[src/fust_pkg.sv]
// Shared constants, types and helpers for the first unique symbol tracker.
package fust_pkg;

  localparam int ALPHABET_SIZE = 26;
  localparam int SYM_W         = 5;
  localparam int POS_W         = 16;
  localparam int CNT_W         = 2;
  localparam int IDX_W         = $clog2(ALPHABET_SIZE);
  localparam int FILL_W        = $clog2(ALPHABET_SIZE + 1);

  localparam logic [POS_W-1:0]  POS_MAX    = {POS_W{1'b1}};
  localparam logic [CNT_W-1:0]  CNT_NONE   = CNT_W'(0);
  localparam logic [CNT_W-1:0]  CNT_ONCE   = CNT_W'(1);
  localparam logic [CNT_W-1:0]  CNT_MULTI  = CNT_W'(2);
  localparam logic [FILL_W-1:0] FILL_FULL  = FILL_W'(ALPHABET_SIZE);
  localparam logic [FILL_W-1:0] FILL_EMPTY = FILL_W'(0);

  typedef enum logic [0:0] {
    ST_IDLE,
    ST_EVICT
  } state_t;

  // Control to the occurrence count array
  typedef struct packed {
    logic clear;
    logic inc;
  } cnt_ctl_t;

  // Control to the arrival-order queue
  typedef struct packed {
    logic clear;
    logic push;
    logic pop;
  } q_ctl_t;

  function automatic logic [IDX_W-1:0] ring_next(input logic [IDX_W-1:0] idx);
    ring_next = (idx == IDX_W'(ALPHABET_SIZE - 1)) ? IDX_W'(0) : idx + IDX_W'(1);
  endfunction

  function automatic logic sym_in_range(input logic [SYM_W-1:0] sym);
    sym_in_range = ({1'b0, sym} < (SYM_W + 1)'(ALPHABET_SIZE));
  endfunction

endpackage

[src/fust_count.sv]
// Per-symbol occurrence counters, saturating, with one shared read port.
module fust_count
  import fust_pkg::*;
(
  input  logic             clk,
  input  logic             rst_n,
  input  cnt_ctl_t         ctl,
  input  logic [IDX_W-1:0] addr,
  output logic [CNT_W-1:0] rd_count
);

  logic [CNT_W-1:0] cnt_r   [ALPHABET_SIZE];
  logic [CNT_W-1:0] cnt_nxt [ALPHABET_SIZE];

  // A clear on the same beat makes every symbol read as unseen
  assign rd_count = ctl.clear ? CNT_NONE : cnt_r[addr];

  always_comb begin
    for (int i = 0; i < ALPHABET_SIZE; i++) begin
      cnt_nxt[i] = ctl.clear ? CNT_NONE : cnt_r[i];
    end
    if (ctl.inc && (rd_count != CNT_MULTI)) begin
      cnt_nxt[addr] = rd_count + CNT_ONCE;
    end
  end

  always_ff @(posedge clk) begin
    for (int i = 0; i < ALPHABET_SIZE; i++) begin
      if (!rst_n) begin
        cnt_r[i] <= CNT_NONE;
      end else begin
        cnt_r[i] <= cnt_nxt[i];
      end
    end
  end

endmodule

[src/fust_queue.sv]
// Arrival-order ring queue of symbol and position pairs.
module fust_queue
  import fust_pkg::*;
(
  input  logic              clk,
  input  logic              rst_n,
  input  q_ctl_t            ctl,
  input  logic [SYM_W-1:0]  push_sym,
  input  logic [POS_W-1:0]  push_pos,
  output logic [SYM_W-1:0]  head_sym,
  output logic [POS_W-1:0]  head_pos,
  output logic [FILL_W-1:0] fill
);

  logic [SYM_W-1:0]  sym_r [ALPHABET_SIZE];
  logic [POS_W-1:0]  pos_r [ALPHABET_SIZE];
  logic [IDX_W-1:0]  head_r, head_nxt;
  logic [IDX_W-1:0]  tail_r, tail_nxt;
  logic [FILL_W-1:0] fill_r, fill_nxt;
  logic [IDX_W-1:0]  tail_base;
  logic [FILL_W-1:0] fill_base;
  logic              push_ok;

  assign head_sym = sym_r[head_r];
  assign head_pos = pos_r[head_r];
  assign fill     = fill_r;

  always_comb begin
    tail_base = ctl.clear ? IDX_W'(0) : tail_r;
    fill_base = ctl.clear ? FILL_EMPTY : fill_r;
    push_ok   = ctl.push && (fill_base != FILL_FULL);
    head_nxt  = ctl.clear ? IDX_W'(0) : head_r;
    tail_nxt  = tail_base;
    fill_nxt  = fill_base;
    if (push_ok) begin
      tail_nxt = ring_next(tail_base);
      fill_nxt = fill_base + FILL_W'(1);
    end else if (ctl.pop && (fill_base != FILL_EMPTY)) begin
      head_nxt = ring_next(head_r);
      fill_nxt = fill_base - FILL_W'(1);
    end
  end

  always_ff @(posedge clk) begin
    if (!rst_n) begin
      head_r <= IDX_W'(0);
      tail_r <= IDX_W'(0);
      fill_r <= FILL_EMPTY;
    end else begin
      head_r <= head_nxt;
      tail_r <= tail_nxt;
      fill_r <= fill_nxt;
    end
  end

  always_ff @(posedge clk) begin
    if (push_ok) begin
      sym_r[tail_base] <= push_sym;
      pos_r[tail_base] <= push_pos;
    end
  end

endmodule

[src/fust_ctrl.sv]
// Sequencer: takes a symbol, updates count and queue, then evicts stale heads.
module fust_ctrl
  import fust_pkg::*;
(
  input  logic              clk,
  input  logic              rst_n,
  input  logic              in_valid,
  input  logic [SYM_W-1:0]  in_symbol,
  input  logic              in_first_of_string,
  input  logic              out_free,
  input  logic [CNT_W-1:0]  rd_count,
  input  logic [SYM_W-1:0]  head_sym,
  input  logic [FILL_W-1:0] fill,
  output logic              in_stall,
  output cnt_ctl_t          cnt_ctl,
  output logic [IDX_W-1:0]  cnt_addr,
  output q_ctl_t            q_ctl,
  output logic [POS_W-1:0]  push_pos,
  output logic              done,
  output logic              overflow
);

  state_t           state_r, state_nxt;
  logic [POS_W-1:0] pos_r, pos_nxt;
  logic             ovf_r, ovf_nxt;
  logic             accept;
  logic             sym_ok;
  logic             pop;

  assign sym_ok   = sym_in_range(in_symbol);
  assign overflow = ovf_r;

  // Next state
  always_comb begin
    state_nxt = state_r;
    case (state_r)
      ST_IDLE: begin
        if (in_valid) begin
          state_nxt = ST_EVICT;
        end
      end
      ST_EVICT: begin
        if (done) begin
          state_nxt = ST_IDLE;
        end
      end
      default: state_nxt = ST_IDLE;
    endcase
  end

  // Outputs
  always_comb begin
    in_stall      = 1'b1;
    accept        = 1'b0;
    cnt_addr      = IDX_W'(head_sym);
    cnt_ctl.clear = 1'b0;
    cnt_ctl.inc   = 1'b0;
    q_ctl.clear   = 1'b0;
    q_ctl.push    = 1'b0;
    q_ctl.pop     = 1'b0;
    pop           = 1'b0;
    done          = 1'b0;
    case (state_r)
      ST_IDLE: begin
        in_stall      = 1'b0;
        accept        = in_valid;
        cnt_addr      = IDX_W'(in_symbol);
        cnt_ctl.clear = accept && in_first_of_string;
        cnt_ctl.inc   = accept && sym_ok;
        q_ctl.clear   = accept && in_first_of_string;
        q_ctl.push    = accept && sym_ok && (rd_count == CNT_NONE);
      end
      ST_EVICT: begin
        // Drop the head while its symbol has repeated; report once it holds
        pop       = (fill != FILL_EMPTY) && (rd_count == CNT_MULTI);
        q_ctl.pop = pop;
        done      = !pop && out_free;
      end
      default: begin
        in_stall = 1'b1;
      end
    endcase
  end

  // Position counter and overflow flag
  always_comb begin
    push_pos = in_first_of_string ? POS_W'(0) : pos_r;
    pos_nxt  = pos_r;
    ovf_nxt  = ovf_r;
    if (accept) begin
      pos_nxt = push_pos;
      ovf_nxt = in_first_of_string ? 1'b0 : ovf_r;
      if (sym_ok) begin
        if (push_pos == POS_MAX) begin
          ovf_nxt = 1'b1;
        end else begin
          pos_nxt = push_pos + POS_W'(1);
        end
      end
    end
  end

  always_ff @(posedge clk) begin
    if (!rst_n) begin
      state_r <= ST_IDLE;
      pos_r   <= POS_W'(0);
      ovf_r   <= 1'b0;
    end else begin
      state_r <= state_nxt;
      pos_r   <= pos_nxt;
      ovf_r   <= ovf_nxt;
    end
  end

endmodule

[src/first_unique_symbol_tracker_unit.sv]
// First unique symbol tracker: top level with result register.
// After an accepted beat the controller pops each stale queue head, then registers the result once the output is free.
// A new symbol is taken only after the eviction loop for the previous one has finished; each entry is
// evicted once, so the evictions over a string never exceed the entries pushed for it.
// A waiting result does not block the next beat from entering; the new result is held back until the output is free.
// Reset (rst_n low, synchronous) clears counts, queue pointers, position and overflow.
module first_unique_symbol_tracker_unit
  import fust_pkg::*;
(
  input  logic             clk,
  input  logic             rst_n,
  input  logic             in_valid,
  output logic             in_stall,
  input  logic [SYM_W-1:0] in_symbol,
  input  logic             in_first_of_string,
  output logic             out_valid,
  input  logic             out_stall,
  output logic             out_has_unique,
  output logic [POS_W-1:0] out_unique_position,
  output logic [SYM_W-1:0] out_unique_symbol,
  output logic             out_position_overflow
);

  cnt_ctl_t          cnt_ctl;
  q_ctl_t            q_ctl;
  logic [IDX_W-1:0]  cnt_addr;
  logic [CNT_W-1:0]  rd_count;
  logic [SYM_W-1:0]  head_sym;
  logic [POS_W-1:0]  head_pos;
  logic [FILL_W-1:0] fill;
  logic [POS_W-1:0]  push_pos;
  logic              done;
  logic              overflow;
  logic              out_free;
  logic              has_unique;

  logic             out_valid_r, out_valid_nxt;
  logic             has_r;
  logic [POS_W-1:0] upos_r;
  logic [SYM_W-1:0] usym_r;
  logic             ovf_out_r;

  fust_ctrl u_ctrl (
    .clk                (clk),
    .rst_n              (rst_n),
    .in_valid           (in_valid),
    .in_symbol          (in_symbol),
    .in_first_of_string (in_first_of_string),
    .out_free           (out_free),
    .rd_count           (rd_count),
    .head_sym           (head_sym),
    .fill               (fill),
    .in_stall           (in_stall),
    .cnt_ctl            (cnt_ctl),
    .cnt_addr           (cnt_addr),
    .q_ctl              (q_ctl),
    .push_pos           (push_pos),
    .done               (done),
    .overflow           (overflow)
  );

  fust_count u_count (
    .clk      (clk),
    .rst_n    (rst_n),
    .ctl      (cnt_ctl),
    .addr     (cnt_addr),
    .rd_count (rd_count)
  );

  fust_queue u_queue (
    .clk      (clk),
    .rst_n    (rst_n),
    .ctl      (q_ctl),
    .push_sym (in_symbol),
    .push_pos (push_pos),
    .head_sym (head_sym),
    .head_pos (head_pos),
    .fill     (fill)
  );

  assign out_free   = !out_valid_r || !out_stall;
  assign has_unique = (fill != FILL_EMPTY);

  always_comb begin
    out_valid_nxt = out_valid_r && out_stall;
    if (done) begin
      out_valid_nxt = 1'b1;
    end
  end

  always_ff @(posedge clk) begin
    if (!rst_n) begin
      out_valid_r <= 1'b0;
    end else begin
      out_valid_r <= out_valid_nxt;
    end
  end

  // Load the result beat; zero the fields when nothing unique remains
  always_ff @(posedge clk) begin
    if (done) begin
      has_r     <= has_unique;
      upos_r    <= has_unique ? head_pos : POS_W'(0);
      usym_r    <= has_unique ? head_sym : SYM_W'(0);
      ovf_out_r <= overflow;
    end
  end

  assign out_valid             = out_valid_r;
  assign out_has_unique        = has_r;
  assign out_unique_position   = upos_r;
  assign out_unique_symbol     = usym_r;
  assign out_position_overflow = ovf_out_r;

endmodule
[config.mk]
export PLATFORM = sky130hd
export DESIGN_NAME = first_unique_symbol_tracker_unit
export DESIGN_NICKNAME = d
export VERILOG_FILES = /design/src/fust_pkg.sv /design/src/fust_count.sv /design/src/fust_queue.sv /design/src/fust_ctrl.sv /design/src/first_unique_symbol_tracker_unit.sv
export SDC_FILE = /design/constraint.sdc
export NUM_CORES = 1
export LEC_CHECK = 0
export BUFFER_PORTS_ARGS = -buffer_cell sky130_fd_sc_hd__buf_4
export CORE_ASPECT_RATIO = 1.25
export CORE_MARGIN = 5
export CORE_UTILIZATION = 45
export DETAILED_ROUTE_END_ITERATION = 6
export SETUP_SLACK_MARGIN = 0.3
export SYNTH_ARGS = -nofsm -noshare
export SYNTH_HDL_FRONTEND = slang
export SYNTH_SLANG_ARGS = --single-unit
export TNS_END_PERCENT = 100
[constraint.sdc]
create_clock -name clk -period 11.15 [get_ports clk]
set_clock_uncertainty 0.15 [all_clocks]
set_input_delay 1.115 -clock clk [delete_from_list [all_inputs] [get_ports clk]]
set_output_delay 1.115 -clock clk [all_outputs]
set_load 0.1 [all_outputs]
==> metrics.yaml, run 1 <==
cts.sinks: 655
yosys.area.top_type_share: 0.6407
post-route-period-util: 0.6397
drc: 0
synth_xor_area_frac: 0.006240
synthCells: 1624
grt_pass1_vias: 14599
fillers: 4788
syn-num-nets: 1647
status: "completed"
cp.arrival_ns: 7.50
min_path_type: "reg -> reg"
relSlewSlack: 0.08677
routedWlPerCell_um: 25.34
synth.mux.area_fraction: 0.1455
layout-drive-gt1-share: 0.1962
n_antenna_cell: 0
syn_area_mm2: 0.02667
cts_made_buffers: 61
period_minus_slack_ns: 7.133
ant_nets: 0
synth_area_leaders: "edfxtp_1 (64%), mux4_2 (10%), dfxtp_1 (6.5%)"
drt_pass1_iterations: 6
clk_pin_slew_ns: 0.06
post-cts-setup-buffer-count: 0
hold_slack_ns: 0.2905
worstSetupPathType: "reg -> reg"
antenna_found_initial: 0
rsz0062_at_grt: "false"
max_freq_mhz: 140.2
synth_top_cell_by_area: "edfxtp_1"
grt_overflow: 0
cap_violations: 0
drt-initial-drc-count: 1356
avgViaCountPerCell: 5.802
cts_resized: 0
dieArea_mm2: 0.06427
clkLatencyLatePin_ns: 0.61
yosys.area_share.simple: 0.07774
cts-root-buf: "clkbuf_16"
cp-end-kind: "flip-flop"
port_buffers: 34
die_w_um: 227.7
synth_top_family_by_area: "multiplexers"
synth-edff-count: 569
routed_wl_um: 63110
start_util: 0.4552
synth.avg_cell_area_um2: 16.42
ios: 35
yosysWarningCount: 0
core_area_mm2: 0.05859
setup_viol: 0
ys_seq_area_frac: 0.7052
grt_start_max_net_pins: 96
regArea_mm2: 0.01882
cp-start-kind: "flip-flop"
fp-row-count: 99
tightestPinTransition_ns: 1.368
synthAdderAreaFrac: 0.006099
nets: 1708
synth.distinct_cells: 61
cts_tree: "yes"
final_cell_mix: "edfxtp_1 (569), nand2_1 (148), mux4_2 (123)"
synth-async-reset-ratio: 0
tns_ns: 0
synthToLayoutAreaGrowth_pct: 12.12
grt_usage: 0.1941
synth-main-ff-cell: "edfxtp_1"
peakVddDrop_uv: 125.6
grt_pass1_wl_um: 95400
r2r_setup_slack_ns: 4.02
design_area_mm2: 0.02990
drv_slew: 0
leakage_nw: 9.178
cp.required_ns: 11.51
power_density_mw_per_mm2: 168.3
hold_violations: 0
hold_buffers: 0
htree_levels: 2
gp_congestion: 0.8212
multi_input_area_mm2: 0.007496
clockBufferDepth: 3
fp.dieH_um: 282.2
worstPathMaxFanout: 95
dpl_cell_area_mm2: 0.02798
final_common_cell: "edfxtp_1"
route.vias.total: 14448
dpl.hpwl_um: 38000
synth_compound_area_frac: 0.04236
ys_ff_latch: 655
==> layout make-up <==
type                       count  area share
sequential                   655      0.6293
multi-input combinational    867      0.2507
clock buffer                  81     0.05494
tap                          757     0.03168
timing repair buffer          87     0.02226
clock inverter                30    0.009457
inverter                      13    0.001632
==> where the power goes <==
part           internal, mW  switching, mW
clock network          1.15          0.884
logic                0.0807          0.239
registers              2.67         0.0101
==> cells by family after synthesis <==
family | count (synthesis)
DFF | 655
and+or+nand+nor | 443
muxes | 233
adders and majority gates | 13
xor gates and xnor gates | 19
buffers and inverters | 102
AOI/OAI and AO/OA | 159
==> registers in the layout (all words and copies together) (netlist names) <==
register,cells
u_queue.pos_r,416
out_valid,1
out_unique_position,16
u_ctrl.state_r,1
u_queue.head_r,5
u_count.cnt_r,52
u_ctrl.overflow,1
out_has_unique,1
out_unique_symbol,5
u_queue.sym_r,130
u_ctrl.pos_r,16
u_queue.tail_r,5
out_position_overflow,1
u_queue.fill,5
==> critical path, cell delays in order (launching register included) <==
cell,delay (ns)
dfxtp_4,0.92
buf_12,0.62
mux4_2,0.59
a22o_1,0.24
a211o_1,0.31
a31o_1,0.54
mux2i_1,0.22
and4_1,0.24
or4_4,0.54
or4_1,0.56
ha_1,0.25
nor2_1,0.24
nand3_1,0.47
nor4b_1,0.75
mux2i_1,0.14
and2_1,0.20
==> path summary, 6_finish.rpt <==
| kind | startpoint | depth (start not counted) | endpoint |
|---|---|---|---|
| worst max-delay path | u_queue.head_r[0] | 15 | u_count.cnt_r[25][1] |
| worst min register to register | u_ctrl.overflow | 0 | out_position_overflow |
| worst max register to register | u_queue.head_r[0] | 15 | u_count.cnt_r[25][1] |
| worst min-delay path | u_ctrl.overflow | 0 | out_position_overflow |
==> Yosys cell counts, types with 8 or more instances <==
master,number
a21oi_1,16
mux2i_1,103
a211oi_1,18
mux4_2,123
nor2_1,115
nand3_1,36
o21a_1,21
edfxtp_1,569
inv_1,13
nor2b_1,44
o21ai_0,25
buf_1,14
and2_1,33
xnor2_1,8
ha_1,13
dfxtp_1,86
nor3_1,21
clkbuf_1,61
nand2_1,149
xor2_1,11
a31oi_1,23
a22oi_1,11
and3_1,14
==> metal layers <==
metal | routed length, µm | track usage | vias up | part of all wire
li1 | - | - | 6429 | -
met1 | 27570 | 0.2755 | 7548 | 0.44
met2 | 31200 | 0.3282 | 403 | 0.49
met3 | 3098 | 0.02329 | 68 | 0.049
met4 | 1238 | 0.04408 | 0 | 0.020
met5 | 0 | 0 | - | 0
==> through the flow <==
| stage | total power, mW | util | cells | setup slack, ns |
|---|---|---|---|---|
| 6_report | 5.031 | 0.5103 | 2490 | 4.017 |
| 5_1_grt | 5.191 | 0.5103 | 2490 | 3.594 |
| 4_1_cts | 5.074 | 0.5103 | 2490 | 3.990 |
| 3_5_place_dp | 3.054 | 0.4775 | 2379 | 4.003 |
| 3_3_place_gp | 3.051 | 0.4775 | 2379 | 4.126 |
| 2_1_floorplan | 2.955 | - | 1624 | 5.644 |
Note: power is estimated with default switching activity, not from simulation.
==> inputs of run 2 (changes only) <==
==> constraint.sdc (replaced) <==
create_clock -name clk -period 6.1 [get_ports clk]
set_clock_uncertainty 0.15 [all_clocks]
set_input_delay 0.61 -clock clk [delete_from_list [all_inputs] [get_ports clk]]
set_output_delay 0.61 -clock clk [all_outputs]
set_load 0.1 [all_outputs]
==> metrics.yaml, run 2 (synthesized netlist as in run 1, its figures left out) <==
gp_congestion: 0.8380  # +2.0%
crit_path_start: "u_queue.head_r[0]"
largest_reg_flops: 416  # unchanged
nets: 1756  # +2.8%
tns_ns: 0  # unchanged
ios: 35  # unchanged
period_minus_slack_ns: 5.597  # -1.536 ns
regMostFlops: "u_queue.pos_r"
grt_pass1_vias: 15003  # +2.8%
cp-start-kind: "flip-flop"
dieArea_mm2: 0.06427  # unchanged
reg2reg_from: "u_queue.head_r[0]"
critical_path_buf_inv_count: 2  # +1
power_density_mw_per_mm2: 314.5  # +87%
relSlewSlack: 0.2786  # +0.1918
core_area_mm2: 0.05859  # unchanged
critPathSlowestCell: "dfxtp_4"
power_frac_clock: 0.426  # +0.022
status: "completed"
peakVddDrop_uv: 164.4  # +31%
clkLatencyLatePin_ns: 0.61  # about the same
drt-met1-wl_um: 26310  # -4.6%
dpl.hpwl_um: 38160  # +0.44%
sw_frac_of_total: 0.2229  # -0.002318
layout-drive-gt1-share: 0.2265  # +0.03027
holdPathStages: 3  # +3
clockBufferDepth: 3  # unchanged
tightestPinTransition_ns: 1.082  # -0.2863 ns
grt_overflow: 0  # unchanged
synthToLayoutAreaGrowth_pct: 14.49
topRoutingLayerUsed: "met4"
cpLargestDelayFamily: "simple AND/OR/NAND/NOR gates"
cts_made_buffers: 66  # +8.2%
die_w_um: 227.7  # unchanged
drv_slew: 0  # unchanged
routed_wl_um: 62210  # -1.4%
multi_input_area_mm2: 0.007530  # +0.45%
setup_viol: 0  # unchanged
regArea_mm2: 0.01882  # unchanged
internal-power_mw: 7.462  # +91%
worst-path-stages: 16  # +1
post-cts-setup-buffer-count: 0  # unchanged
fillers: 4721  # -1.4%
power.switching_mw: 2.141  # +89%
avgViaCountPerCell: 5.746  # -0.98%
hold_violations: 0  # unchanged
leakage_nw: 9.500  # +3.5%
cts_tree: "yes"
worstSetupPathType: "reg -> reg"
cp-end-kind: "flip-flop"
max_freq_mhz: 178.7  # +27%
worstPathMaxFanout: 26  # -73%
slowest_delay_ns: 0.65  # -0.27 ns
r2r_setup_slack_ns: 0.50  # -3.51 ns
wl_met3_um: 2904  # -6.3%
cp.arrival_ns: 5.93  # -1.57 ns
n_antenna_cell: 0  # unchanged
post-route-period-util: 0.9175  # +0.2778
final_common_cell: "edfxtp_1"
cts-root-buf: "clkbuf_16"
seqPwrFrac: 0.510  # -0.023
rsz0062_at_grt: "true"
htree_levels: 3  # +1
clk_pin_slew_ns: 0.06  # about the same
start_util: 0.4552  # unchanged
antenna_found_initial: 0  # unchanged
final_util: 0.5211  # +0.01078
cap_violations: 0  # unchanged
hold_buffers: 0  # unchanged
top_regs: "u_queue.pos_r x416, u_queue.sym_r x130, u_count.cnt_r x52"
cts.sinks: 655  # unchanged
min_path_type: "in -> reg"
fp.dieH_um: 282.2  # unchanged
crit_chain: "buf_4 -> mux4_2 -> nand3_1 -> a31oi_1 -> a311oi_1 -> buf_4 -> or2_2 -> and4_1 -> or4_4 -> or4_1 -> ha_1 -> nor2_1 -> nand3_1 -> or2_2 -> and3_1 -> o21a_1"
drc: 0  # unchanged
grt_pass1_wl_um: 94290  # -1.2%
wl_met2_um: 31370  # +0.55%
fp-row-count: 99  # unchanged
route.vias.total: 14600  # +1.1%
drt_pass1_iterations: 5  # -1
comb_power_share: 0.063  # about the same
port_buffers: 34  # unchanged
grt_usage: 0.1938  # -0.0003112
final_cell_mix: "edfxtp_1 (569), nand2_1 (148), buf_4 (130)"
r2r_cells: 16  # +1
timing.rr.end: "u_count.cnt_r[15][1]"
drt-initial-drc-count: 1075  # -21%
grt_start_max_net_pins: 59  # -39%
routedWlPerCell_um: 24.48  # -3.4%
hold_slack_ns: 0.1595  # -0.1309 ns
cp.required_ns: 6.43  # -5.08 ns
ant_nets: 0  # unchanged
crit_end: "u_count.cnt_r[15][1]"
## run 2: how the worst min path moves through the flow
| stage | start | to | slack (ns) |
|---|---|---|---|
| 6_report | in_valid | u_ctrl.state_r | 0.16 |
| 5_1_grt | in_valid | u_ctrl.state_r | 0.15 |
| 4_1_cts | in_valid | u_ctrl.state_r | 0.12 |
| 3_5_place_dp | u_ctrl.overflow | out_position_overflow | 0.29 |
| 3_3_place_gp | u_count.cnt_r[18][0] | u_count.cnt_r[18][0] | 0.30 |
| 2_1_floorplan | u_ctrl.overflow | out_position_overflow | 0.26 |
## run 2: stage by stage
step,instances,cell area [µm²],setup WS (ns),power (mW)
6_report,2541,30530,0.5030,9.602
5_1_grt,2541,30530,0.2958,9.912
4_1_cts,2541,30500,0.5011,9.688
3_5_place_dp,2422,28290,0.5464,5.601
3_3_place_gp,2422,28290,0.6179,5.597
2_1_floorplan,1624,26670,0.5939,5.402
## run 2: routing by layer
metal | track usage | up-vias
met2 | 0.3331 | 388
li1 | - | 6521
met3 | 0.02851 | 100
met4 | 0.06550 | 0
met1 | 0.2572 | 7591
met5 | 0 | -
## run 2: layout make-up
class | count | share of cell area
flip-flops and latches | 655 | 0.6163
multi-input cells | 867 | 0.2466
clock buffers | 82 | 0.05946
repair buffers | 130 | 0.03196
well taps | 757 | 0.03102
clock inverters | 37 | 0.01303
inverters | 13 | 0.001598
## run 2: what timing repair did
| action | in CTS | in global routing |
|---|---|---|
| resized for setup | 0 | 5 |
| endpoints found under the setup margin | 0 | 18 |
| endpoints found under the hold margin | 0 | 0 |
## run 2: power by group through the flow
stage          sequential (mW)  clock [mW]  combinational [mW]
2_1_floorplan             5.13           0               0.269
3_3_place_gp              4.99           0               0.604
3_5_place_dp              4.99           0               0.607
4_1_cts                   4.90        4.18               0.609
5_1_grt                   4.90        4.36               0.650
6_report                  4.90        4.09               0.609
## run 2: worst register-to-register path, stage by stage (launching register included)
cell and delay (ns):
dfxtp_4 0.65, buf_4 0.29, mux4_2 0.25, nand3_1 0.07, a31oi_1 0.41, a311oi_1 0.14, buf_4 0.19, or2_2 0.39
and4_1 0.21, or4_4 0.53, or4_1 0.56, ha_1 0.26, nor2_1 0.28, nand3_1 0.34, or2_2 0.42, and3_1 0.19
o21a_1 0.17
==> inputs of run 3 (changes only) <==
--- a/config.mk
+++ b/config.mk
@@ -10,8 +10,9 @@
 export CORE_MARGIN = 5
 export CORE_UTILIZATION = 45
 export DETAILED_ROUTE_END_ITERATION = 6
+export MAX_ROUTING_LAYER = met4
 export SETUP_SLACK_MARGIN = 0.3
+export SKIP_CTS_REPAIR_TIMING = 1
 export SYNTH_ARGS = -nofsm -noshare
 export SYNTH_HDL_FRONTEND = slang
 export SYNTH_SLANG_ARGS = --single-unit
-export TNS_END_PERCENT = 100
==> metrics.yaml, run 3 (synthesized netlist as in run 1, its figures left out) <==
status: "completed"
start_util: 0.4552  # unchanged
routed_wl_um: 62200  # about the same
grt_pass1_wl_um: 94390  # +0.10%
cap_violations: 0  # unchanged
holdPathStages: 3  # unchanged
grt_usage: 0.1998  # +0.006053
critPathSlowestCell: "dfxtp_4"
cp.required_ns: 6.43  # about the same
worstSetupPathType: "reg -> reg"
final_cell_mix: "edfxtp_1 (569), nand2_1 (148), buf_4 (130)"
routedWlPerCell_um: 24.48  # about the same
ant_nets: 0  # unchanged
final_util: 0.5211  # unchanged
grt_start_max_net_pins: 59  # unchanged
drt_pass1_iterations: 5  # unchanged
crit_chain: "buf_4 -> mux4_2 -> nand3_1 -> a31oi_1 -> a311oi_1 -> buf_4 -> or2_2 -> and4_1 -> or4_4 -> or4_1 -> ha_1 -> nor2_1 -> nand3_1 -> or2_2 -> and3_1 -> o21a_1"
final_cells: 2541  # unchanged
hold_slack_ns: 0.1621  # +0.002601 ns
leakage_nw: 9.500  # unchanged
avgViaCountPerCell: 5.731  # -0.25%
route.vias.total: 14563  # -0.25%
slowest_delay_ns: 0.64  # about the same
cts.sinks: 655  # unchanged
nets: 1756  # unchanged
die_w_um: 227.7  # unchanged
fin_total_pwr_mw: 9.603  # about the same
setup_viol: 0  # unchanged
clk_pin_slew_ns: 0.06  # about the same
cts_tree: "yes"
port_buffers: 34  # unchanged
cts_made_buffers: 66  # unchanged
comb_power_share: 0.063  # about the same
grt_overflow: 0  # unchanged
dpl.hpwl_um: 38160  # unchanged
clkLatencyLatePin_ns: 0.61  # about the same
dieArea_mm2: 0.06427  # unchanged
grt_pass1_vias: 14977  # -0.17%
r2r_cells: 16  # unchanged
relSlewSlack: 0.2728  # -0.005800
power_density_mw_per_mm2: 314.5  # about the same
power.switching_mw: 2.141  # about the same
dpl.cell_count: 2422  # unchanged
drt-initial-drc-count: 1156  # +7.5%
htree_levels: 3  # unchanged
internal-power_mw: 7.462  # about the same
worstPathMaxFanout: 26  # unchanged
clockBufferDepth: 3  # unchanged
hold_violations: 0  # unchanged
sw_frac_of_total: 0.2229  # about the same
layout-drive-gt1-share: 0.2265  # unchanged
cp-start-kind: "flip-flop"
peakVddDrop_uv: 162.9  # -0.93%
fp-row-count: 99  # unchanged
cp.arrival_ns: 5.92  # about the same
min_path_type: "in -> reg"
ios: 35  # unchanged
seqPwrFrac: 0.510  # about the same
gp_congestion: 0.8521  # +1.7%
post-route-period-util: 0.9167  # about the same
power_frac_clock: 0.426  # about the same
rsz0062_at_grt: "true"
cp-end-kind: "flip-flop"
core_area_mm2: 0.05859  # unchanged
tightestPinTransition_ns: 1.091  # +0.008701 ns
drv_slew: 0  # unchanged
design_area_mm2: 0.03053  # unchanged
final_common_cell: "edfxtp_1"
dpl_worst_slack_ns: 0.5464  # unchanged
cts-root-buf: "clkbuf_16"
regMostFlops: "u_queue.pos_r"
antenna_found_initial: 0  # unchanged
dpl_cell_area_mm2: 0.02829  # unchanged
drc: 0  # unchanged
synthToLayoutAreaGrowth_pct: 14.49  # unchanged
top_regs: "u_queue.pos_r x416, u_queue.sym_r x130, u_count.cnt_r x52"
largest_reg_flops: 416  # unchanged
fin_ws_ns: 0.5083  # +0.005286 ns
tns_ns: 0  # unchanged
n_antenna_cell: 0  # unchanged
max_freq_mhz: 178.8  # about the same
fillers: 4721  # unchanged
period_minus_slack_ns: 5.592  # -0.005286 ns
fp.dieH_um: 282.2  # unchanged
==> run 3: cell counts in the layout (fill, tap and decap cells not counted) <==
No cell type changed its count.
==> run 3: area by class of cell <==
| cell class | instances | area, µm² | area share |
|---|---|---|---|
| clock buffer | 82 | 1815 | 0.05946 |
| clock inverter | 37 | 397.9 | 0.01303 |
| inverter | 13 | 48.80 | 0.001598 |
| timing repair buffer | 130 | 975.9 | 0.03196 |
| multi-input combinational | 867 | 7530 | 0.2466 |
| sequential | 655 | 18820 | 0.6163 |
| tap | 757 | 947.2 | 0.03102 |
==> run 3: worst paths after layout <==
kind                              from                    to  slack, ns
setup / recovery     u_queue.head_r[0]  u_count.cnt_r[15][1]       0.51
hold / removal                in_valid        u_ctrl.state_r       0.16
setup reg to reg     u_queue.head_r[0]  u_count.cnt_r[15][1]       0.51
hold reg to reg   u_count.cnt_r[24][0]  u_count.cnt_r[24][0]       0.31
==> run 3: layer usage <==
metal	share of wire	wire length, µm	up-vias	track usage
li1	-	-	6523	-
met2	0.50	31380	373	0.3329
met1	0.42	26110	7561	0.2573
met4	0.026	1634	0	0.06550
met3	0.049	3074	106	0.02861
met5	0	0	-	-
==> run 3: power by group through the flow <==
stage,clock network [mW],registers [mW],logic (mW)
after floorplan,0,5.13,0.269
after global placement,0,4.99,0.604
after detailed placement,0,4.99,0.607
after CTS,4.18,4.90,0.609
after global routing,4.36,4.90,0.650
final,4.10,4.90,0.609
==> run 3: critical path: cells and delay by family (launching register included) <==
family	cells	cell delay (ns)
buf+inv	2	0.48
flops	1	0.64
compound gates	3	0.72
fa+ha+maj	1	0.26
simple gates	9	2.97
mux	1	0.25
